$ cat config.mk
export PLATFORM = sky130hd
export DESIGN_NAME = riff_rmid_container_scanner
export DESIGN_NICKNAME = d
export VERILOG_FILES = /design/src/rtl/rrcs_pkg.sv /design/src/rtl/riff_rmid_container_scanner.sv
export SDC_FILE = /design/constraint.sdc
export NUM_CORES = 2
export LEC_CHECK = 0
export ABC_CLOCK_PERIOD_IN_PS = 16300
export BUFFER_PORTS_ARGS = -buffer_cell sky130_fd_sc_hd__buf_2
export CORE_ASPECT_RATIO = 0.75
export CORE_UTILIZATION = 36
export CTS_BUF_LIST = sky130_fd_sc_hd__clkbuf_4 sky130_fd_sc_hd__clkbuf_8 sky130_fd_sc_hd__clkbuf_16
export DETAILED_ROUTE_END_ITERATION = 7
export SKIP_CTS_REPAIR_TIMING = 1
export SYNTH_ARGS = -nofsm -noshare
export SYNTH_HDL_FRONTEND = slang
export SYNTH_SLANG_ARGS = --single-unit
$ cat constraint.sdc
create_clock -name clk -period 16.3 [get_ports clk]
set_input_delay 2.445 -clock clk [delete_from_list [all_inputs] [get_ports clk]]
set_output_delay 2.445 -clock clk [all_outputs]
set_load 0.01 [all_outputs]
$ cat src/rtl/rrcs_pkg.sv
package rrcs_pkg;

    // Width of all offset and end sums: a position below 2^32 plus a 32-bit size plus a few.
    localparam int SUM_W = 34;

    localparam int LENGTH_BITS_DEFAULT = 32;

    // Bytes of the file header: RIFF, size, RMID.
    localparam int FILE_HDR_LEN = 12;

    // Four-character codes as they read little endian from the byte stream.
    localparam logic [31:0] FCC_RIFF = 32'h4646_4952;
    localparam logic [31:0] FCC_RMID = 32'h4449_4D52;
    localparam logic [31:0] FCC_DATA = 32'h6174_6164;
    localparam logic [31:0] FCC_SFBK = 32'h6B62_6673;
    localparam logic [31:0] FCC_DLS  = 32'h2053_4C44;
    localparam logic [31:0] FCC_LIST = 32'h5453_494C;
    localparam logic [31:0] FCC_INFO = 32'h4F46_4E49;
    localparam logic [31:0] FCC_DBNK = 32'h4B4E_4244;
    localparam logic [31:0] FCC_IENC = 32'h434E_4549;
    localparam logic [31:0] FCC_MTHD = 32'h6468_544D;

    localparam logic [2:0] ST_OK         = 3'd0;
    localparam logic [2:0] ST_BAD_HEADER = 3'd1;
    localparam logic [2:0] ST_RIFF_SIZE  = 3'd2;
    localparam logic [2:0] ST_NO_DATA    = 3'd3;
    localparam logic [2:0] ST_NO_MTHD    = 3'd4;

    typedef struct packed {
        logic [7:0] file_byte;
        logic       end_of_file;
    } byte_item_t;

    typedef struct packed {
        logic [2:0]  status;
        logic [31:0] midi_offset;
        logic [31:0] midi_length;
        logic        bank_found;
        logic        bank_is_sf2;
        logic [31:0] bank_start;
        logic [31:0] bank_length;
        logic [6:0]  bank_number_offset;
        logic        has_text_encoding;
    } report_item_t;

endpackage

$ cat src/rtl/riff_rmid_container_scanner.sv
// Channel   Direction  Handshake                  Item
// byte      in         byte_valid / byte_stall    byte_item (file_byte, end_of_file)
// report    out        report_valid / report_stall report_item (one per file)
// cfg       in         cfg_write                  cfg_data (bank_search_enable)
//
// One byte is taken every cycle in which byte_stall is low; the parse state for a byte is settled in that same cycle.
// The report is registered into a summary stage on the last byte and is loaded into
// report_item once that register is empty or its report is being taken.
// The next file may start while the summary stage is still waiting.
// byte_stall rises only while a finished summary and a stalled report are both waiting.
// rst_n clears the parse state asynchronously and turns the bank search on.
module riff_rmid_container_scanner
    import rrcs_pkg::*;
#(
    parameter int LENGTH_BITS = LENGTH_BITS_DEFAULT
)
(
    input  logic         clk,
    input  logic         rst_n,
    input  logic         cfg_write,
    input  logic         cfg_data,
    input  logic         byte_valid,
    output logic         byte_stall,
    input  byte_item_t   byte_item,
    output logic         report_valid,
    input  logic         report_stall,
    output report_item_t report_item
);

    localparam int POS_W = LENGTH_BITS + 1;
    localparam logic [SUM_W-1:0] FIRST_HDR_AT = SUM_W'(FILE_HDR_LEN + 7);

    typedef enum logic [2:0] {PH_NONE, PH_DATA, PH_NEST, PH_LIST, PH_INFO} phase_t;

    typedef struct packed {
        logic [POS_W-1:0] len;
        logic             riff_ok;
        logic             rmid_ok;
        logic [32:0]      riff_end;
        logic             data_seen;
        logic             magic;
        logic [31:0]      data_start;
        logic [31:0]      data_size;
        logic [SUM_W-1:0] data_end;
        logic             bank_seen;
        logic             bank_sf2;
        logic [31:0]      bank_pos;
        logic [31:0]      bank_len;
        logic [SUM_W-1:0] bank_end;
        logic             dbnk_valid;
        logic [6:0]       dbnk_value;
        logic             enc;
    } summary_t;

    // Control state.
    logic [POS_W-1:0] pos_reg, pos_next;
    phase_t           phase_reg, phase_next;
    logic             riff_ok_reg, riff_ok_next;
    logic             rmid_ok_reg, rmid_ok_next;
    logic [SUM_W-1:0] hdr_at_reg, hdr_at_next;
    logic             data_seen_reg, data_seen_next;
    logic             magic_reg, magic_next;
    logic             bank_seen_reg, bank_seen_next;
    logic             dbnk_valid_reg, dbnk_valid_next;
    logic             enc_reg, enc_next;
    logic             sub_is_dbnk_reg, sub_is_dbnk_next;
    logic             pend_dbnk_valid_reg, pend_dbnk_valid_next;
    logic             pend_enc_reg, pend_enc_next;
    logic             snap_valid_reg, snap_valid_next;
    logic             report_valid_reg, report_valid_next;
    logic             bank_search_en_reg;

    // Payload state.
    logic [55:0]      hist_reg, hist_next;
    logic [32:0]      riff_end_reg, riff_end_next;
    logic [SUM_W-1:0] riff_lim_reg, riff_lim_next;
    logic [SUM_W-1:0] type_at_reg, type_at_next;
    logic [31:0]      chunk_start_reg, chunk_start_next;
    logic [31:0]      chunk_size_reg, chunk_size_next;
    logic [SUM_W-1:0] chunk_end_reg, chunk_end_next;
    logic [SUM_W-1:0] list_end_reg, list_end_next;
    logic [SUM_W-1:0] sub_hdr_at_reg, sub_hdr_at_next;
    logic [SUM_W-1:0] dbnk_at_reg, dbnk_at_next;
    logic [31:0]      data_start_reg, data_start_next;
    logic [31:0]      data_size_reg, data_size_next;
    logic [SUM_W-1:0] data_end_reg, data_end_next;
    logic             bank_sf2_reg, bank_sf2_next;
    logic [31:0]      bank_pos_reg, bank_pos_next;
    logic [31:0]      bank_len_reg, bank_len_next;
    logic [SUM_W-1:0] bank_end_reg, bank_end_next;
    logic [6:0]       dbnk_value_reg, dbnk_value_next;
    logic [6:0]       pend_dbnk_reg, pend_dbnk_next;
    summary_t         snap_reg, snap_next;
    report_item_t     report_item_reg, report_item_next;

    // Per-byte working signals.
    logic             take;
    logic             last_byte;
    logic             snap_move;
    logic             consuming;
    logic [SUM_W-1:0] p34;
    logic [63:0]      window;
    logic [31:0]      low4;
    logic [31:0]      last4;
    logic [SUM_W-1:0] size34;
    logic [SUM_W-1:0] start34;
    logic [SUM_W-1:0] bank_len34;
    logic [SUM_W-1:0] sub_end34;
    logic [SUM_W-1:0] list_cur;
    logic             pad;
    logic             hdr_hit;
    logic             type_hit;
    logic             entering;
    logic             info_live;
    phase_t           phase_mid;

    // Report stage working signals.
    logic [SUM_W-1:0] len34;
    logic [2:0]       status;
    logic             bank_hit;

    assign take      = byte_valid && !byte_stall;
    assign last_byte = byte_item.end_of_file;
    assign snap_move = snap_valid_reg && (!report_valid_reg || !report_stall);
    assign byte_stall   = snap_valid_reg && report_valid_reg && report_stall;
    assign report_valid = report_valid_reg;
    assign report_item  = report_item_reg;

    // Bytes past the length limit still pass through but leave the parse untouched.
    assign consuming = !pos_reg[LENGTH_BITS];
    assign p34       = SUM_W'(pos_reg[LENGTH_BITS-1:0]);
    assign window    = {byte_item.file_byte, hist_reg};
    assign low4      = window[31:0];
    assign last4     = window[63:32];
    assign size34    = SUM_W'(last4);
    assign start34   = p34 - SUM_W'(7);
    assign bank_len34 = SUM_W'(chunk_size_reg) + SUM_W'(8);
    assign sub_end34 = p34 + SUM_W'(1) + size34;
    // A chunk ending on an odd offset carries a pad byte.
    assign pad       = ~(p34[0] ^ last4[0]);

    always_comb
    begin
        pos_next             = pos_reg;
        phase_next           = phase_reg;
        riff_ok_next         = riff_ok_reg;
        rmid_ok_next         = rmid_ok_reg;
        hdr_at_next          = hdr_at_reg;
        data_seen_next       = data_seen_reg;
        magic_next           = magic_reg;
        bank_seen_next       = bank_seen_reg;
        dbnk_valid_next      = dbnk_valid_reg;
        enc_next             = enc_reg;
        sub_is_dbnk_next     = sub_is_dbnk_reg;
        pend_dbnk_valid_next = pend_dbnk_valid_reg;
        pend_enc_next        = pend_enc_reg;
        hist_next            = hist_reg;
        riff_end_next        = riff_end_reg;
        riff_lim_next        = riff_lim_reg;
        type_at_next         = type_at_reg;
        chunk_start_next     = chunk_start_reg;
        chunk_size_next      = chunk_size_reg;
        chunk_end_next       = chunk_end_reg;
        list_end_next        = list_end_reg;
        sub_hdr_at_next      = sub_hdr_at_reg;
        dbnk_at_next         = dbnk_at_reg;
        data_start_next      = data_start_reg;
        data_size_next       = data_size_reg;
        data_end_next        = data_end_reg;
        bank_sf2_next        = bank_sf2_reg;
        bank_pos_next        = bank_pos_reg;
        bank_len_next        = bank_len_reg;
        bank_end_next        = bank_end_reg;
        dbnk_value_next      = dbnk_value_reg;
        pend_dbnk_next       = pend_dbnk_reg;
        hdr_hit              = 1'b0;
        type_hit             = 1'b0;
        entering             = 1'b0;
        info_live            = 1'b0;
        phase_mid            = phase_reg;
        list_cur             = list_end_reg;

        if (take)
        begin
            hist_next = window[63:8];
            if (consuming)
            begin
                pos_next = pos_reg + POS_W'(1);
                if (p34 < SUM_W'(FILE_HDR_LEN))
                begin
                    if (p34 == SUM_W'(3) && last4 == FCC_RIFF)
                    begin
                        riff_ok_next = 1'b1;
                    end
                    if (p34 == SUM_W'(7))
                    begin
                        riff_end_next = 33'(last4) + 33'd8;
                        // A nested chunk qualifies when its start, seven bytes back, is below
                        // the RIFF end.
                        riff_lim_next = size34 + SUM_W'(15);
                    end
                    if (p34 == SUM_W'(11) && last4 == FCC_RMID)
                    begin
                        rmid_ok_next = 1'b1;
                    end
                end
                else
                begin
                    hdr_hit  = (p34 == hdr_at_reg);
                    type_hit = !hdr_hit && (p34 == type_at_reg)
                               && (phase_reg == PH_DATA || phase_reg == PH_NEST
                                   || phase_reg == PH_LIST);
                    if (hdr_hit)
                    begin
                        chunk_start_next = start34[31:0];
                        chunk_size_next  = last4;
                        chunk_end_next   = p34 + SUM_W'(1) + size34;
                        hdr_at_next      = p34 + size34 + SUM_W'(8) + SUM_W'(pad);
                        type_at_next     = p34 + SUM_W'(4);
                        phase_mid        = PH_NONE;
                        if (low4 == FCC_DATA && !data_seen_reg)
                        begin
                            data_seen_next  = 1'b1;
                            data_start_next = p34[31:0] + 32'd1;
                            data_size_next  = last4;
                            data_end_next   = p34 + SUM_W'(1) + size34;
                            magic_next      = 1'b0;
                            if (last4 >= 32'd4)
                            begin
                                phase_mid = PH_DATA;
                            end
                        end
                        else if (low4 == FCC_RIFF && last4 >= 32'd4 && !bank_seen_reg
                                 && p34 < riff_lim_reg)
                        begin
                            phase_mid = PH_NEST;
                        end
                        else if (low4 == FCC_LIST && last4 >= 32'd4)
                        begin
                            phase_mid = PH_LIST;
                        end
                    end
                    else if (type_hit)
                    begin
                        phase_mid = PH_NONE;
                        unique case (phase_reg)
                            PH_DATA:
                            begin
                                magic_next = (last4 == FCC_MTHD);
                            end
                            PH_NEST:
                            begin
                                if (last4 == FCC_SFBK || last4 == FCC_DLS)
                                begin
                                    bank_seen_next = 1'b1;
                                    bank_sf2_next  = (last4 == FCC_SFBK);
                                    bank_pos_next  = chunk_start_reg;
                                    bank_len_next  = bank_len34[31:0];
                                    bank_end_next  = chunk_end_reg;
                                end
                            end
                            PH_LIST:
                            begin
                                if (last4 == FCC_INFO)
                                begin
                                    entering             = 1'b1;
                                    phase_mid            = PH_INFO;
                                    list_end_next        = chunk_end_reg;
                                    sub_hdr_at_next      = p34 + SUM_W'(8);
                                    sub_is_dbnk_next     = 1'b0;
                                    pend_dbnk_valid_next = 1'b0;
                                    pend_dbnk_next       = 7'd0;
                                    pend_enc_next        = 1'b0;
                                end
                            end
                            default:
                            begin
                                phase_mid = PH_NONE;
                            end
                        endcase
                    end

                    info_live = (phase_reg == PH_INFO) && !hdr_hit;
                    if (info_live)
                    begin
                        if (p34 == sub_hdr_at_reg)
                        begin
                            sub_hdr_at_next  = p34 + size34 + SUM_W'(8) + SUM_W'(pad);
                            dbnk_at_next     = p34 + SUM_W'(2);
                            sub_is_dbnk_next = 1'b0;
                            if (sub_end34 <= list_end_reg)
                            begin
                                if (low4 == FCC_DBNK && last4 == 32'd2)
                                begin
                                    sub_is_dbnk_next = 1'b1;
                                end
                                else if (low4 == FCC_IENC && last4 >= 32'd1
                                         && last4 <= 32'd31)
                                begin
                                    pend_enc_next = 1'b1;
                                end
                            end
                        end
                        else if (sub_is_dbnk_reg && p34 == dbnk_at_reg)
                        begin
                            // Two-byte little-endian value; it counts only up to 127.
                            sub_is_dbnk_next = 1'b0;
                            if (window[63:55] == 9'd0)
                            begin
                                pend_dbnk_next       = window[54:48];
                                pend_dbnk_valid_next = 1'b1;
                            end
                        end
                    end

                    // The last byte of a complete INFO list publishes what it gathered.
                    list_cur = entering ? chunk_end_reg : list_end_reg;
                    if ((entering || info_live) && (p34 + SUM_W'(1) == list_cur))
                    begin
                        dbnk_value_next = pend_dbnk_next;
                        dbnk_valid_next = pend_dbnk_valid_next;
                        enc_next        = pend_enc_next;
                        phase_mid       = PH_NONE;
                    end
                    phase_next = phase_mid;
                end
            end
        end
    end

    always_comb
    begin
        snap_next.len        = pos_next;
        snap_next.riff_ok    = riff_ok_next;
        snap_next.rmid_ok    = rmid_ok_next;
        snap_next.riff_end   = riff_end_next;
        snap_next.data_seen  = data_seen_next;
        snap_next.magic      = magic_next;
        snap_next.data_start = data_start_next;
        snap_next.data_size  = data_size_next;
        snap_next.data_end   = data_end_next;
        snap_next.bank_seen  = bank_seen_next;
        snap_next.bank_sf2   = bank_sf2_next;
        snap_next.bank_pos   = bank_pos_next;
        snap_next.bank_len   = bank_len_next;
        snap_next.bank_end   = bank_end_next;
        snap_next.dbnk_valid = dbnk_valid_next;
        snap_next.dbnk_value = dbnk_value_next;
        snap_next.enc        = enc_next;
    end

    always_comb
    begin
        snap_valid_next = snap_valid_reg;
        if (take && last_byte)
        begin
            snap_valid_next = 1'b1;
        end
        else if (snap_move)
        begin
            snap_valid_next = 1'b0;
        end

        report_valid_next = report_valid_reg;
        if (snap_move)
        begin
            report_valid_next = 1'b1;
        end
        else if (report_valid_reg && !report_stall)
        begin
            report_valid_next = 1'b0;
        end
    end

    // Report from the captured summary of a finished file.
    always_comb
    begin
        len34            = SUM_W'(snap_reg.len);
        report_item_next = '0;
        bank_hit         = 1'b0;
        if (len34 < SUM_W'(FILE_HDR_LEN) || !snap_reg.riff_ok)
        begin
            status = ST_BAD_HEADER;
        end
        else if (SUM_W'(snap_reg.riff_end) > len34)
        begin
            status = ST_RIFF_SIZE;
        end
        else if (!snap_reg.rmid_ok)
        begin
            status = ST_BAD_HEADER;
        end
        else if (!snap_reg.data_seen || snap_reg.data_end > len34)
        begin
            status = ST_NO_DATA;
        end
        else if (snap_reg.data_size < 32'd4 || !snap_reg.magic)
        begin
            status = ST_NO_MTHD;
        end
        else
        begin
            status = ST_OK;
        end
        report_item_next.status = status;
        if (status == ST_OK)
        begin
            bank_hit = bank_search_en_reg && snap_reg.bank_seen && (snap_reg.bank_end <= len34);
            report_item_next.midi_offset = snap_reg.data_start;
            report_item_next.midi_length = snap_reg.data_size;
            report_item_next.bank_found  = bank_hit;
            if (bank_hit)
            begin
                report_item_next.bank_is_sf2 = snap_reg.bank_sf2;
                report_item_next.bank_start  = snap_reg.bank_pos;
                report_item_next.bank_length = snap_reg.bank_len;
            end
            report_item_next.bank_number_offset = snap_reg.dbnk_valid ? snap_reg.dbnk_value
                                                                      : 7'(bank_hit);
            report_item_next.has_text_encoding = snap_reg.enc;
        end
    end

    always_ff @(posedge clk or negedge rst_n)
    begin
        if (!rst_n)
        begin
            pos_reg             <= '0;
            phase_reg           <= PH_NONE;
            riff_ok_reg         <= 1'b0;
            rmid_ok_reg         <= 1'b0;
            hdr_at_reg          <= FIRST_HDR_AT;
            data_seen_reg       <= 1'b0;
            magic_reg           <= 1'b0;
            bank_seen_reg       <= 1'b0;
            dbnk_valid_reg      <= 1'b0;
            enc_reg             <= 1'b0;
            sub_is_dbnk_reg     <= 1'b0;
            pend_dbnk_valid_reg <= 1'b0;
            pend_enc_reg        <= 1'b0;
            snap_valid_reg      <= 1'b0;
            report_valid_reg    <= 1'b0;
            bank_search_en_reg  <= 1'b1;
        end
        else
        begin
            snap_valid_reg   <= snap_valid_next;
            report_valid_reg <= report_valid_next;
            if (cfg_write)
            begin
                bank_search_en_reg <= cfg_data;
            end
            if (take && last_byte)
            begin
                pos_reg             <= '0;
                phase_reg           <= PH_NONE;
                riff_ok_reg         <= 1'b0;
                rmid_ok_reg         <= 1'b0;
                hdr_at_reg          <= FIRST_HDR_AT;
                data_seen_reg       <= 1'b0;
                magic_reg           <= 1'b0;
                bank_seen_reg       <= 1'b0;
                dbnk_valid_reg      <= 1'b0;
                enc_reg             <= 1'b0;
                sub_is_dbnk_reg     <= 1'b0;
                pend_dbnk_valid_reg <= 1'b0;
                pend_enc_reg        <= 1'b0;
            end
            else
            begin
                pos_reg             <= pos_next;
                phase_reg           <= phase_next;
                riff_ok_reg         <= riff_ok_next;
                rmid_ok_reg         <= rmid_ok_next;
                hdr_at_reg          <= hdr_at_next;
                data_seen_reg       <= data_seen_next;
                magic_reg           <= magic_next;
                bank_seen_reg       <= bank_seen_next;
                dbnk_valid_reg      <= dbnk_valid_next;
                enc_reg             <= enc_next;
                sub_is_dbnk_reg     <= sub_is_dbnk_next;
                pend_dbnk_valid_reg <= pend_dbnk_valid_next;
                pend_enc_reg        <= pend_enc_next;
            end
        end
    end

    always_ff @(posedge clk)
    begin
        hist_reg        <= hist_next;
        riff_end_reg    <= riff_end_next;
        riff_lim_reg    <= riff_lim_next;
        type_at_reg     <= type_at_next;
        chunk_start_reg <= chunk_start_next;
        chunk_size_reg  <= chunk_size_next;
        chunk_end_reg   <= chunk_end_next;
        list_end_reg    <= list_end_next;
        sub_hdr_at_reg  <= sub_hdr_at_next;
        dbnk_at_reg     <= dbnk_at_next;
        data_start_reg  <= data_start_next;
        data_size_reg   <= data_size_next;
        data_end_reg    <= data_end_next;
        bank_sf2_reg    <= bank_sf2_next;
        bank_pos_reg    <= bank_pos_next;
        bank_len_reg    <= bank_len_next;
        bank_end_reg    <= bank_end_next;
        dbnk_value_reg  <= dbnk_value_next;
        pend_dbnk_reg   <= pend_dbnk_next;
        if (take && last_byte)
        begin
            snap_reg <= snap_next;
        end
        if (snap_move)
        begin
            report_item_reg <= report_item_next;
        end
    end

    // A finished file's summary is never written over before it reaches the report register.
    a_snap_free: assert property (@(posedge clk) disable iff (!rst_n)
        (take && last_byte) |-> (!snap_valid_reg || snap_move))
        else $error("summary overwritten");

    // The position counter saturates at the length limit.
    a_pos_limit: assert property (@(posedge clk) disable iff (!rst_n)
        pos_reg[LENGTH_BITS] |-> (pos_reg[LENGTH_BITS-1:0] == '0))
        else $error("position past limit");

    // A failed file reports nothing but its status.
    a_fail_clean: assert property (@(posedge clk) disable iff (!rst_n)
        (report_valid_reg && report_item_reg.status != ST_OK)
            |-> (report_item_reg.midi_offset == 32'd0 && !report_item_reg.bank_found
                 && report_item_reg.bank_number_offset == 7'd0))
        else $error("failure report carries data");

    // The INFO walk only runs while the file header is behind us.
    a_info_phase: assert property (@(posedge clk) disable iff (!rst_n)
        (phase_reg == PH_INFO) |-> (pos_reg >= POS_W'(FILE_HDR_LEN)))
        else $error("INFO walk inside file header");

endmodule
==> results.py <==
metrics = {
    "run": {
        "max-cap-violations": 0,
    },
    "global_route": {
        "grt_overflow": 0,
        "antenna_found_initial": 14,
        "grt_pass1_vias": 33400,
        "grt_pass1_wl_um": 241000,
        "grt_max_degree": 138,
        "grt_use_total_pct": 23.4,
    },
    "yosys": {
        "ys_types": 92,
        "synth.top_cells.by_area": "edfxtp_1, dfxtp_1, ha_1",
        "yosys-top-cells-count": "edfxtp_1, nand2_1, ha_1",
        "ys_seq_area_share_pct": 57.4,
        "syn_inst": 4286,
        "synth.cell_area_um2": 50900,
        "async_flop_share_pct": 7.70,
        "ys_ff_latch": 1065,
        "syn-num-nets": 4583,
        "yosysWarnings": 0,
        "synth_ff_type": "edfxtp_1",
        "synth_edf_count": 746,
        "avgSynthCellArea_um2": 11.9,
        "synth_top_area_share_pct": 44.0,
        "yosysMostFrequentCell": "edfxtp_1",
        "synth_top_cell_by_area": "edfxtp_1",
    },
    "worst_setup_path": {
        "rr_worst_depth": 25,
        "crit_path_end_kind": "flip-flop",
        "worst-path-max-fanout": 16,
        "crit_required_ns": 16.95,
        "timing.rr.start": "pos_reg[3]",
        "criticalPathCategory": "flip-flop to flip-flop",
        "critPathArrivalTime_ns": 8.85,
        "worst-r2r-setup-slack_ns": 8.10,
        "setup.worst_path.start": "pos_reg[3]",
        "start_kind": "flip-flop",
    },
    "route": {
        "wl_per_cell_um": 26.5,
        "vias": 35500,
        "firstDrtPassIters": 6,
        "drc": 0,
        "top_layer": "met5",
        "wl_met1_um": 76200,
        "drtAntennaViolNets": 0,
        "drtIter0Drc": 4163,
        "met2_length_um": 69700,
        "totalWireLength_um": 171000,
        "viasPerCell": 5.50,
        "met3_length_um": 19400,
    },
    "cts": {
        "root_buffer": "clkbuf_16",
        "clock_sinks": 1065,
        "cts_tree": "built",
        "cts_buffers": 109,
        "h-tree-depth": 3,
        "clk_latency_ns": 0.74,
        "cts_buffer_depth": 3,
        "clk_pin_slew_ns": 0.07,
    },
    "timing": {
        "clock.fmax_mhz": 122,
        "whs_ns": 0.445,
        "skew_ns": 0.0283,
        "tns_ns": 0,
        "rsz0062_at_grt": "false",
        "finalSetupViolations": 0,
        "hold_violations": 0,
        "slew_headroom_pct": 18.6,
        "final.min_clock_period_ns": 8.20,
        "period_share_pct": 50.3,
        "tightest_slew_ns": 1.21,
        "maxSlewViolCount": 0,
    },
    "die": {
        "die_h_um": 328,
        "start_util_pct": 36.3,
        "rows": 119,
        "io_pins": 158,
        "die_area_um2": 143000,
        "core-area_um2": 140000,
        "die_w_um": 436,
    },
    "cells_and_area": {
        "syn_to_final_growth_pct": 13.8,
        "fillCellCount": 13200,
        "nets": 4769,
        "post-route-util_pct": 41.3,
        "largest_register_ffs": 244,
        "final_area_um2": 57900,
        "drive_gt1_share_pct": 15.1,
    },
    "worst_hold_path": {
        "hold_path_class": "flip-flop to flip-flop",
        "min_from": "hist_reg[31]",
        "min_path_cells": 0,
    },
    "place": {
        "dpl.hpwl_um": 124000,
        "numPortBuffers": 157,
        "placed_cell_area_um2": 54100,
        "place_congestion": 0.991,
    },
    "power_and_ir_drop": {
        "p_leak_uw": 0.0230,
        "peakVddDrop_mv": 0.0867,
        "total_power_uw": 6300,
        "power_density_nw_per_um2": 109,
    },
    "status": {
        "status": "finished clean",
    },
}
metal layers:
| layer | track usage, % | vias to the layer above |
|---|---|---|
| met3 | 6.58 | 362 |
| met4 | 6.74 | 12 |
| met2 | 33.2 | 1782 |
| met1 | 34.5 | 17400 |
| met5 | 0 | - |
| li1 | - | 15900 |
metrics by stage:
step / setup slack, ns / std cells
2_1_floorplan: 2.82 / 4286
4_1_cts: 8.28 / 6442
3_5_place_dp: 8.37 / 6236
3_3_place_gp: 8.35 / 6236
5_1_grt: 7.61 / 6442
6_report: 8.10 / 6444
critical path, stage by stage, from the launching register on:
cell and delay, ns:
dfrtp_1 0.82, ha_1 0.34, nand3_1 0.31, nor2_1 0.42
nand2_1 0.12, xor2_1 0.44, inv_1 0.10, ha_1 0.36
a21oi_1 0.16, o21ai_0 0.17, a211o_1 0.31, nor3_1 0.27
o311ai_0 0.26, a21oi_1 0.64, o21ai_0 0.31, o21a_1 0.23
nor2_1 0.11, xnor2_1 0.12, ha_1 0.31, and4_1 0.28
nor4b_1 0.46, nand2_1 0.27, or4_1 0.61, a211oi_1 0.32
o2111ai_1 0.17, a21oi_1 0.19
placed cells by master, fill, tap and decap left out, types with 37 or more instances in the layout:
master and instances:
and3_1 62, xnor2_1 244, inv_1 159, dfxtp_1 237
dfrtp_1 79, nand4_1 94, o21a_1 37, and2_1 192
nand3_1 112, nor2_1 178, a21oi_1 172, buf_2 156
mux2_2 159, nand2_1 386, edfxtp_1 746, ha_1 280
clkbuf_16 112, buf_4 108, xor2_1 190, nor4_1 75
o21ai_0 188, a21o_1 84, nor3_1 85
final timing paths:
check	to
worst max-delay path	enc_reg
worst min-delay path	hist_reg[23]
worst max register to register	enc_reg
worst min register to register	hist_reg[23]
max in group asynchronous	pos_reg[31]
min in group asynchronous	bank_seen_reg
area by class of cell:
| cell class | instances | area (um2) | area share (%) |
|---|---|---|---|
| Multi-Input combinational cell | 2870 | 20300 | 35.1 |
| Inverter | 161 | 612 | 1.06 |
| Clock buffer | 149 | 3170 | 5.48 |
| Sequential cell | 1065 | 29200 | 50.4 |
| Clock inverter | 57 | 636 | 1.10 |
| Timing Repair Buffer | 265 | 1610 | 2.78 |
| Antenna cell | 2 | 5.00 | 0.00864 |
| Tap cell | 1875 | 2350 | 4.05 |
power breakdown:
part | total [uW] | switching [uW] | internal (uW)
registers | 3070 | 49.9 | 3020
clock network | 2660 | 1110 | 1540
logic | 573 | 397 | 177
logic make-up (layout without fill, tap and decap cells):
group	Yosys count	after routing	share of synthesized area [%]
muxes	168	168	3.71
buffers and inverters	351	632	2.84
DFF	1065	1065	57.4
xor gates and xnor gates	434	434	7.47
adders and majority gates	282	282	6.96
other	0	2	0
and+or+nand+nor	1382	1382	14.3
AOI/OAI and AO/OA	604	604	7.35
No activity file was read; power rests on OpenSTA's default activity.
